## config.mk

```make
export PLATFORM = sky130hd
export DESIGN_NAME = sssp_ram
export DESIGN_NICKNAME = d
export VERILOG_FILES = /design/src/rtl/sssp_ram.sv
export SDC_FILE = /design/constraint.sdc
export NUM_CORES = 1
export LEC_CHECK = 0
export ABC_AREA = 1
export BUFFER_PORTS_ARGS = -buffer_cell sky130_fd_sc_hd__buf_2
export CAP_MARGIN = 25
export CORE_MARGIN = 3
export CORE_UTILIZATION = 65
export CTS_BUF_LIST = sky130_fd_sc_hd__clkbuf_4 sky130_fd_sc_hd__clkbuf_8 sky130_fd_sc_hd__clkbuf_16
export CTS_CLUSTER_SIZE = 24
export DETAILED_ROUTE_END_ITERATION = 7
export PLACE_DENSITY_LB_ADDON = 0.3
export RECOVER_POWER = 100
export SETUP_SLACK_MARGIN = 0.15
export SYNTH_ARGS = -nofsm -noshare
export SYNTH_HDL_FRONTEND = slang
export SYNTH_SLANG_ARGS = --single-unit
```

## constraint.sdc

```tcl
create_clock -name clk -period 1.65 [get_ports clk]
set_input_delay 0.2475 -clock clk [delete_from_list [all_inputs] [get_ports clk]]
set_output_delay 0.2475 -clock clk [all_outputs]
set_load 0.05 [all_outputs]
```

## src/rtl/sssp_ram.sv

```systemverilog
// Generic single-port-write, single-port-read RAM with registered read.
module sssp_ram #(
	parameter int WIDTH = 8,
	parameter int DEPTH = 16
) (
	input  logic                     clk,
	input  logic                     we,
	input  logic [$clog2(DEPTH)-1:0] waddr,
	input  logic [WIDTH-1:0]         wdata,
	input  logic [$clog2(DEPTH)-1:0] raddr,
	output logic [WIDTH-1:0]         rdata
);
	logic [WIDTH-1:0] mem_q [DEPTH];

	// write port and registered read port
	always_ff @(posedge clk) begin
		if (we) mem_q[waddr] <= wdata;
		rdata <= mem_q[raddr];
	end
endmodule

```

==> results.sh, run 1 <==
export IMPL_outcome="finished clean"
export IMPL_clock_root_buffer="sky130_fd_sc_hd__clkbuf_8"
export IMPL_final_setup_skew_ps=5.24
export IMPL_fin_crit_ps=1420
export IMPL_worst_setup_hold_path_clk_slew_ps=60
export IMPL_critical_path_max_stage_delay_ps=350
export IMPL_fin_crit_sh_pct=85.8
export IMPL_number_of_buffers_on_the_longest_clock_path=2
export IMPL_synth_yosys_seq_area_share_pct=69.4
export IMPL_slowest_cell_on_the_critical_path="sky130_fd_sc_hd__dfxtp_1"
export IMPL_gp_routability_congestion=0.934
export IMPL_grt_pass1_wl_um=20700
export IMPL_post_route_util_pct=78.7
export IMPL_synth_nets=569
export IMPL_die_area_um2=10000
export IMPL_timing_critical_path_from="rdata[6]$_DFF_P_"
export IMPL_remaining_global_route_overflow=0
export IMPL_worstSetupPathDepth=1
export IMPL_rr_worst_depth=6
export IMPL_num_vias=4071
export IMPL_drt_iter0_markers=512
export IMPL_required_ps=1400
export IMPL_final_cells=713
export IMPL_final_layout_size_suffix_gt1_share_pct=8.72
export IMPL_drv_max_cap_violation_count=0
export IMPL_slew_headroom_pct=36.2
export IMPL_worst_path_dominant_cell_family="flip-flops"
export IMPL_final_setup_worst_slack_ps=234
export IMPL_finalSetupViolCount=0
export IMPL_drtPass1Iterations=6
export IMPL_timing_rr_start="mem_q[3][3]$_DFFE_PP_"
export IMPL_groute_usage_overall_pct=28.5
export IMPL_routed_via_density=5.71
export IMPL_cts_sink_count=136
export IMPL_ys_ff_latch=136
export IMPL_cells_along_the_critical_path="clkbuf_2"
export IMPL_critPathLaunchType="flop"
export IMPL_rsz0062_at_grt="false"
export IMPL_effective_utilization_at_floorplan_pct=68.5
export IMPL_cts_resized=0
export IMPL_dp_worst_setup_slack_ps=191
export IMPL_finalHoldViolations=0
export IMPL_number_of_nets_at_the_end_of_the_flow=613
export IMPL_yosys_cell_types_count=12
export IMPL_die_height_um=100
export IMPL_ys_warn_count=0
export IMPL_placeableCoreArea_um2=8420
export IMPL_pwr_density_cell_nw_per_um2=1270
export IMPL_global_routing_met1_resource_utilization_pct=37.4
export IMPL_n_antenna_cell=0
export IMPL_tritoncts="yes"
export IMPL_tritoncts_num_buffers=17
export IMPL_route_detailed_drc=0
export IMPL_finalSetupTns_ps=0
export IMPL_placed_cell_area_um2=6070
export IMPL_avgRoutedWirePerCell_um=18.9
export IMPL_numPlacedInstances=681
export IMPL_antenna_left=0
export IMPL_die_width_um=100
export IMPL_synthCells=551
export IMPL_floorplan_io_pins=26
export IMPL_timing_hold_worst_class="input pin to flop"
export IMPL_final_design_area_no_fill_um2=6630
export IMPL_globalRouteMet3Util_pct=7.51
export IMPL_leakagePower_nw=2.86
export IMPL_grt_max_degree=42
export IMPL_setup_worst_path_end_class="output pin"
export IMPL_buffering_stage_count_on_the_worst_path_with_inverters_included=1
export IMPL_post_cts_setup_buffers=0
export IMPL_clock_insertion_delay_worst_skew_ps=520
export IMPL_fmax_mhz=706
export IMPL_grt_pass1_vias=3932
export IMPL_portBuffers=25
export IMPL_worst_setup_path_endpoint="rdata[6]"
export IMPL_synth_area_per_cell_um2=10.5
export IMPL_power_ir_vdd_worst_mv=0.984
export IMPL_areaGrowthSynthToFinish_pct=14.9
export IMPL_cts_hold_buf=0
export IMPL_worst_hold_startpoint="raddr[3]"
export IMPL_worst_margin_pin_slew_ps=957
export IMPL_postRouteWirelength_um=13500
export IMPL_reg2reg_slack_ps=540
export IMPL_synthesis_area_um2=5770
export IMPL_grt_use_met2_pct=46.0
export IMPL_crit_reg2reg_capture="rdata[3]$_DFF_P_"
export IMPL_final_max_slew_violation_count=0
export IMPL_htreeDepth=4
export IMPL_std_cell_rows=33
export IMPL_antenna_found_initial=0
export IMPL_arrival_ps=1170
export IMPL_global_route_hottest_layer="met2"
export IMPL_timing_worst_setup_path_type="flop to output pin"
export IMPL_detailedPlacementHpwl_um=7700
export IMPL_top_fanout_value_on_the_critical_path=1
[logic make-up after synthesis]
group                  after synthesis  synth area share (%)
and+or+nand+nor                    289                  21.0
DFF                                136                  69.4
buffers and inverters              126                  9.52
[stage by stage]
| step | hold slack, ps | power, W |
|---|---|---|
| 2_1_floorplan | 346 | 0.00430 |
| 3_3_place_gp | 612 | 0.00449 |
| 3_5_place_dp | 618 | 0.00451 |
| 4_1_cts | 77.5 | 0.00843 |
| 5_1_grt | 99.4 | 0.00866 |
| 6_report | 93.8 | 0.00842 |
[where the power goes]
part / total [W] / internal (W) / switching (W)
Sequential: 0.00389 / 0.00387 / 0.0000256
Clock: 0.00397 / 0.00261 / 0.00136
Combinational: 0.000560 / 0.000138 / 0.000422
[routing by layer]
layer	wire length (µm)	up-vias
li1	-	1862
met2	6660	259
met1	5100	1910
met3	1320	40
met5	0	-
met4	388	0
[worst min path at each step]
| stage | to | depth (start not counted) |
|---|---|---|
| floorplan | mem_q[0][0]$_DFFE_PP_ | 0 |
| global placement | rdata[0]$_DFF_P_ | 3 |
| detailed placement | rdata[0]$_DFF_P_ | 3 |
| CTS | rdata[0]$_DFF_P_ | 3 |
| global route | rdata[3]$_DFF_P_ | 3 |
| finish | rdata[3]$_DFF_P_ | 3 |
[placed cells by master (no fill, tap or decap), types with 8 or more instances in the layout]
| cell type | instances |
|---|---|
| sky130_fd_sc_hd__clkbuf_1 | 28 |
| sky130_fd_sc_hd__clkbuf_16 | 16 |
| sky130_fd_sc_hd__clkbuf_2 | 8 |
| sky130_fd_sc_hd__dfxtp_1 | 8 |
| sky130_fd_sc_hd__edfxtp_1 | 128 |
| sky130_fd_sc_hd__inv_1 | 100 |
| sky130_fd_sc_hd__nand2_1 | 173 |
| sky130_fd_sc_hd__nand3_1 | 97 |
| sky130_fd_sc_hd__nor2_1 | 17 |
[synthesized netlist by cell type]
master / count / area share, %
sky130_fd_sc_hd__nand2_1: 173 / 11
sky130_fd_sc_hd__edfxtp_1: 128 / 67
sky130_fd_sc_hd__inv_1: 100 / 6.5
sky130_fd_sc_hd__nand3_1: 97 / 8.4
sky130_fd_sc_hd__nor2_1: 17 / 1.1
sky130_fd_sc_hd__buf_2: 13 / 1.1
sky130_fd_sc_hd__dfxtp_1: 8 / 2.8
sky130_fd_sc_hd__buf_6: 6 / 1.2
sky130_fd_sc_hd__buf_4: 4 / 0.52
sky130_fd_sc_hd__inv_2: 2 / 0.13
sky130_fd_sc_hd__nand3b_1: 2 / 0.26
sky130_fd_sc_hd__buf_1: 1 / 0.065
[registers in the layout, indices dropped and copies added (netlist names)]
name   cells
mem_q    128
rdata      8
[layout make-up]
cell class,instances,area (µm²)
Multi-Input combinational cell,289,1210
Tap cell,105,131
Sequential cell,136,4000
Timing Repair Buffer,49,268
Inverter,102,383
Clock inverter,14,204
Clock buffer,18,422
Fill cell,515,1800
Note: power is estimated with default switching activity, not from simulation.
==> inputs of run 2 (changes only) <==
--- a/config.mk
+++ b/config.mk
@@ -9,13 +9,12 @@
 export BUFFER_PORTS_ARGS = -buffer_cell sky130_fd_sc_hd__buf_2
 export CAP_MARGIN = 25
 export CORE_MARGIN = 3
-export CORE_UTILIZATION = 65
+export CORE_UTILIZATION = 51
 export CTS_BUF_LIST = sky130_fd_sc_hd__clkbuf_4 sky130_fd_sc_hd__clkbuf_8 sky130_fd_sc_hd__clkbuf_16
 export CTS_CLUSTER_SIZE = 24
 export DETAILED_ROUTE_END_ITERATION = 7
 export PLACE_DENSITY_LB_ADDON = 0.3
 export RECOVER_POWER = 100
-export SETUP_SLACK_MARGIN = 0.15
 export SYNTH_ARGS = -nofsm -noshare
 export SYNTH_HDL_FRONTEND = slang
 export SYNTH_SLANG_ARGS = --single-unit
==> results.sh, run 2 (same netlist as run 1, synthesis figures left out) <==
export IMPL_worst_hold_startpoint="raddr[3]"
export IMPL_cts_sink_count=136
export IMPL_drv_max_cap_violation_count=0
export IMPL_cells_along_the_critical_path="clkbuf_1"
export IMPL_timing_worst_setup_path_type="flop to output pin"
export IMPL_rsz0062_at_grt="false"
export IMPL_arrival_ps=1190
export IMPL_die_height_um=112
export IMPL_post_cts_setup_buffers=0
export IMPL_cts_hold_buf=0
export IMPL_worst_margin_pin_slew_ps=989
export IMPL_pwr_density_cell_nw_per_um2=1200
export IMPL_largest_register_ffs=128
export IMPL_grt_max_degree=65
export IMPL_gp_routability_congestion=0.896
export IMPL_routed_via_density=5.18
export IMPL_grt_pass1_vias=3615
export IMPL_tritoncts="yes"
export IMPL_power_ir_vdd_worst_mv=0.752
export IMPL_fin_crit_sh_pct=87.4
export IMPL_finalSetupTns_ps=0
export IMPL_slowest_cell_on_the_critical_path="sky130_fd_sc_hd__clkbuf_1"
export IMPL_groute_usage_overall_pct=21.1
export IMPL_areaGrowthSynthToFinish_pct=14.0
export IMPL_clockPowerShare_pct=44.0
export IMPL_netSwitchingFraction_pct=23.0
export IMPL_biggestRegsByFlops="mem_q (128), rdata (8)"
export IMPL_layout_common_cells="173 x sky130_fd_sc_hd__nand2_1, 128 x sky130_fd_sc_hd__edfxtp_1, 100 x sky130_fd_sc_hd__inv_1, 97 x sky130_fd_sc_hd__nand3_1, 31 x sky130_fd_sc_hd__clkbuf_1"
export IMPL_drtPass1Iterations=5
export IMPL_fmax_mhz=693
export IMPL_final_layout_size_suffix_gt1_share_pct=8.55
export IMPL_timing_critical_path_from="rdata[3]$_DFF_P_"
export IMPL_remaining_global_route_overflow=0
export IMPL_slew_headroom_pct=34.1
export IMPL_antenna_found_initial=0
export IMPL_required_ps=1400
export IMPL_worst_path_dominant_cell_family="buffers and inverters"
export IMPL_dp_worst_setup_slack_ps=298
export IMPL_outcome="finished clean"
export IMPL_grt_pass1_wl_um=19900
export IMPL_finalPower_w=0.00790
export IMPL_number_of_nets_at_the_end_of_the_flow=613
export IMPL_final_setup_worst_slack_ps=208
export IMPL_combPwrFrac_pct=6.8
export IMPL_finalHoldViolations=0
export IMPL_timing_hold_worst_class="input pin to flop"
export IMPL_switching_power_total_w=0.00182
export IMPL_final_cells=748
export IMPL_final_setup_skew_ps=7.46
export IMPL_clock_insertion_delay_worst_skew_ps=420
export IMPL_portBuffers=25
export IMPL_detailedPlacementHpwl_um=7860
export IMPL_tritoncts_num_buffers=17
export IMPL_cts_resized=0
export IMPL_setup_worst_path_end_class="output pin"
export IMPL_numPlacedInstances=716
export IMPL_std_cell_rows=38
export IMPL_biggest_register="mem_q"
export IMPL_number_of_buffers_on_the_longest_clock_path=2
export IMPL_n_antenna_cell=0
export IMPL_leakagePower_nw=2.82
export IMPL_route_detailed_drc=0
export IMPL_p_seq_share_pct=49.2
export IMPL_antenna_left=0
export IMPL_floorplan_io_pins=26
export IMPL_finalSetupViolCount=0
export IMPL_num_vias=3874
export IMPL_placeableCoreArea_um2=10900
export IMPL_drt_iter0_markers=410
export IMPL_fin_crit_ps=1440
export IMPL_htreeDepth=4
export IMPL_critPathLaunchType="flop"
export IMPL_worst_setup_hold_path_clk_slew_ps=60
export IMPL_p_int_w=0.00609
export IMPL_top_fanout_value_on_the_critical_path=1
export IMPL_die_area_um2=12600
export IMPL_effective_utilization_at_floorplan_pct=52.7
export IMPL_critical_path_max_stage_delay_ps=460
export IMPL_buffering_stage_count_on_the_worst_path_with_inverters_included=1
export IMPL_final_max_slew_violation_count=0
export IMPL_avgRoutedWirePerCell_um=17.0
export IMPL_postRouteWirelength_um=12700
export IMPL_timing_rr_start="mem_q[1][6]$_DFFE_PP_"
export IMPL_clock_root_buffer="sky130_fd_sc_hd__clkbuf_16"
export IMPL_die_width_um=112
export IMPL_mostFrequentLayoutCell="sky130_fd_sc_hd__nand2_1"
## run 2: worst paths after layout
check | end | slack [ps] | depth (start not counted)
hold reg to reg | rdata[5]$_DFF_P_ | 680 | 6
setup reg to reg | rdata[6]$_DFF_P_ | 620 | 6
setup / recovery | rdata[3] | 210 | 1
hold / removal | rdata[0]$_DFF_P_ | 190 | 3
## run 2: area by class of cell
cell class	count	area, µm²
flip-flops and latches	136	4000
repair buffers	49	251
inverters	102	383
multi-input cells	289	1210
well taps	140	175
clock inverters	13	108
clock buffers	19	440
fillers	942	4360
## run 2: layer usage
metal | global-route usage, % | vias to the layer above | share of wire [%]
met5 | 0 | - | 0
met4 | 9.29 | 0 | 2.3
met3 | 5.07 | 21 | 7.1
met2 | 32.7 | 152 | 48
met1 | 28.8 | 1841 | 42
li1 | - | 1860 | -
## run 2: through the flow
step / util, % / hold slack [ps] / cell area, µm²
after detailed placement: 55.8 / 619 / 6110
final: 60.1 / 190 / 6580
after global routing: 60.1 / 205 / 6580
after global placement: 55.8 / 609 / 6110
after floorplan: - / 346 / 5770
after CTS: 60.8 / 180 / 6650
## run 2: power groups by stage
stage | combinational [W] | sequential (W) | clock (W)
floorplan | 0.000272 | 0.00403 | 0
global placement | 0.000542 | 0.00395 | 0
detailed placement | 0.000553 | 0.00396 | 0
CTS | 0.000556 | 0.00389 | 0.00350
global route | 0.000590 | 0.00389 | 0.00367
finish | 0.000539 | 0.00389 | 0.00348
==> inputs of run 3 (changes only) <==
--- a/config.mk
+++ b/config.mk
@@ -13,7 +13,7 @@
 export CTS_BUF_LIST = sky130_fd_sc_hd__clkbuf_4 sky130_fd_sc_hd__clkbuf_8 sky130_fd_sc_hd__clkbuf_16
 export CTS_CLUSTER_SIZE = 24
 export DETAILED_ROUTE_END_ITERATION = 7
-export PLACE_DENSITY_LB_ADDON = 0.3
+export PLACE_DENSITY = 0.68
 export RECOVER_POWER = 100
 export SYNTH_ARGS = -nofsm -noshare
 export SYNTH_HDL_FRONTEND = slang
==> results.sh, run 3 (same netlist as run 1, synthesis figures left out) <==
export IMPL_timing_hold_worst_class="input pin to flop"
export IMPL_die_width_um=112
export IMPL_number_of_buffers_on_the_longest_clock_path=2
export IMPL_fin_crit_ps=1420
export IMPL_detailedPlacementHpwl_um=7570
export IMPL_outcome="finished clean"
export IMPL_critical_path_max_stage_delay_ps=460
export IMPL_std_cell_rows=38
export IMPL_antenna_found_initial=0
export IMPL_grt_pass1_vias=3605
export IMPL_required_ps=1400
export IMPL_finalHoldViolations=0
export IMPL_drt_iter0_markers=458
export IMPL_fin_crit_sh_pct=85.9
export IMPL_portBuffers=25
export IMPL_number_of_nets_at_the_end_of_the_flow=611
export IMPL_buffering_stage_count_on_the_worst_path_with_inverters_included=1
export IMPL_route_detailed_drc=0
export IMPL_effective_utilization_at_floorplan_pct=52.7
export IMPL_setup_worst_path_end_class="output pin"
export IMPL_post_route_util_pct=59.7
export IMPL_worst_setup_hold_path_clk_slew_ps=50
export IMPL_cts_resized=0
export IMPL_tritoncts_num_buffers=17
export IMPL_post_cts_setup_buffers=0
export IMPL_grt_pass1_wl_um=19100
export IMPL_final_setup_skew_ps=7.62
export IMPL_timing_worst_setup_path_type="flop to output pin"
export IMPL_cts_hold_buf=0
export IMPL_slew_headroom_pct=40.0
export IMPL_finalSetupTns_ps=0
export IMPL_biggestRegsByFlops="mem_q (128), rdata (8)"
export IMPL_floorplan_io_pins=26
export IMPL_tritoncts="yes"
export IMPL_drv_max_cap_violation_count=0
export IMPL_arrival_ps=1170
export IMPL_areaGrowthSynthToFinish_pct=13.3
export IMPL_antenna_left=0
export IMPL_remaining_global_route_overflow=0
export IMPL_fmax_mhz=706
export IMPL_cts_sink_count=136
export IMPL_biggest_register="mem_q"
export IMPL_finalSetupViolCount=0
export IMPL_n_antenna_cell=0
export IMPL_gp_routability_congestion=0.837
export IMPL_worst_path_dominant_cell_family="buffers and inverters"
export IMPL_pwr_density_cell_nw_per_um2=1160
export IMPL_top_fanout_value_on_the_critical_path=1
export IMPL_num_vias=3849
export IMPL_avgRoutedWirePerCell_um=16.9
export IMPL_largest_register_ffs=128
export IMPL_power_ir_vdd_worst_mv=0.963
export IMPL_clock_insertion_delay_worst_skew_ps=400
export IMPL_rsz0062_at_grt="false"
export IMPL_critPathLaunchType="flop"
export IMPL_placeableCoreArea_um2=10900
export IMPL_worst_margin_pin_slew_ps=899
export IMPL_final_max_slew_violation_count=0
export IMPL_reg2reg_slack_ps=620
export IMPL_cells_along_the_critical_path="clkbuf_1"
export IMPL_finalPower_w=0.00760
export IMPL_grt_max_degree=65
export IMPL_postRouteWirelength_um=12600
export IMPL_routed_via_density=5.17
export IMPL_final_setup_worst_slack_ps=233
export IMPL_drtPass1Iterations=7
export IMPL_die_area_um2=12600
export IMPL_dp_worst_setup_slack_ps=283
export IMPL_hold_worst_slack_ps=193
export IMPL_die_height_um=112
export IMPL_htreeDepth=4
export IMPL_layout_common_cells="173 x sky130_fd_sc_hd__nand2_1, 128 x sky130_fd_sc_hd__edfxtp_1, 100 x sky130_fd_sc_hd__inv_1, 97 x sky130_fd_sc_hd__nand3_1, 31 x sky130_fd_sc_hd__clkbuf_1"
export IMPL_groute_usage_overall_pct=20.4
export IMPL_final_layout_size_suffix_gt1_share_pct=7.45
export IMPL_leakagePower_nw=2.78
export IMPL_slowest_cell_on_the_critical_path="sky130_fd_sc_hd__clkbuf_1"
export IMPL_mostFrequentLayoutCell="sky130_fd_sc_hd__nand2_1"
export IMPL_clock_root_buffer="sky130_fd_sc_hd__clkbuf_16"
-- run 3: changes by cell type in the layout (fill, tap and decap cells not counted), sizes merged --
| cell | previous run | this run |
|---|---|---|
| buf | 18 | 15 |
| bufinv | 1 | 0 |
| clkinv | 11 | 9 |
| clkinvlp | 1 | 3 |
-- run 3: worst paths after layout --
path | to | startpoint | depth (start not counted)
min reg2reg | rdata[2]$_DFF_P_ | mem_q[12][2]$_DFFE_PP_ | 6
min | rdata[2]$_DFF_P_ | raddr[3] | 3
max | rdata[6] | rdata[6]$_DFF_P_ | 1
max reg2reg | rdata[6]$_DFF_P_ | mem_q[1][6]$_DFFE_PP_ | 6
-- run 3: stage by stage --
step,cells,area (µm²)
after floorplan,551,5770
after global placement,714,6120
after detailed placement,714,6120
after CTS,744,6610
after global routing,744,6530
final,744,6530
-- run 3: cell type report --
| cell class | count | area [µm²] |
|---|---|---|
| inverters | 102 | 383 |
| flip-flops and latches | 136 | 4000 |
| fillers | 918 | 4400 |
| multi-input cells | 289 | 1210 |
| repair buffers | 47 | 262 |
| clock buffers | 18 | 433 |
| clock inverters | 12 | 63.8 |
| well taps | 140 | 175 |
-- run 3: metal layers --
| layer | global-route usage, % | vias to the layer above | part of all wire [%] |
|---|---|---|---|
| met5 | 0 | - | 0 |
| met4 | 5.45 | 0 | 0.77 |
| met3 | 4.15 | 7 | 7.7 |
| met2 | 34.5 | 169 | 51 |
| met1 | 27.1 | 1819 | 41 |
| li1 | - | 1854 | - |
-- run 3: worst reg2reg max path: stages (launching register included) --
cell	delay, ps
sky130_fd_sc_hd__edfxtp_1	360
sky130_fd_sc_hd__inv_1	60
sky130_fd_sc_hd__nand2_1	40
sky130_fd_sc_hd__nand3_1	80
sky130_fd_sc_hd__nand3_1	100
sky130_fd_sc_hd__nand3_1	170
sky130_fd_sc_hd__nand2_1	100
-- run 3: power breakdown --
part	internal, W	switching (W)
Clock	0.00188	0.00129
Combinational	0.000137	0.000407
Sequential	0.00387	0.0000252
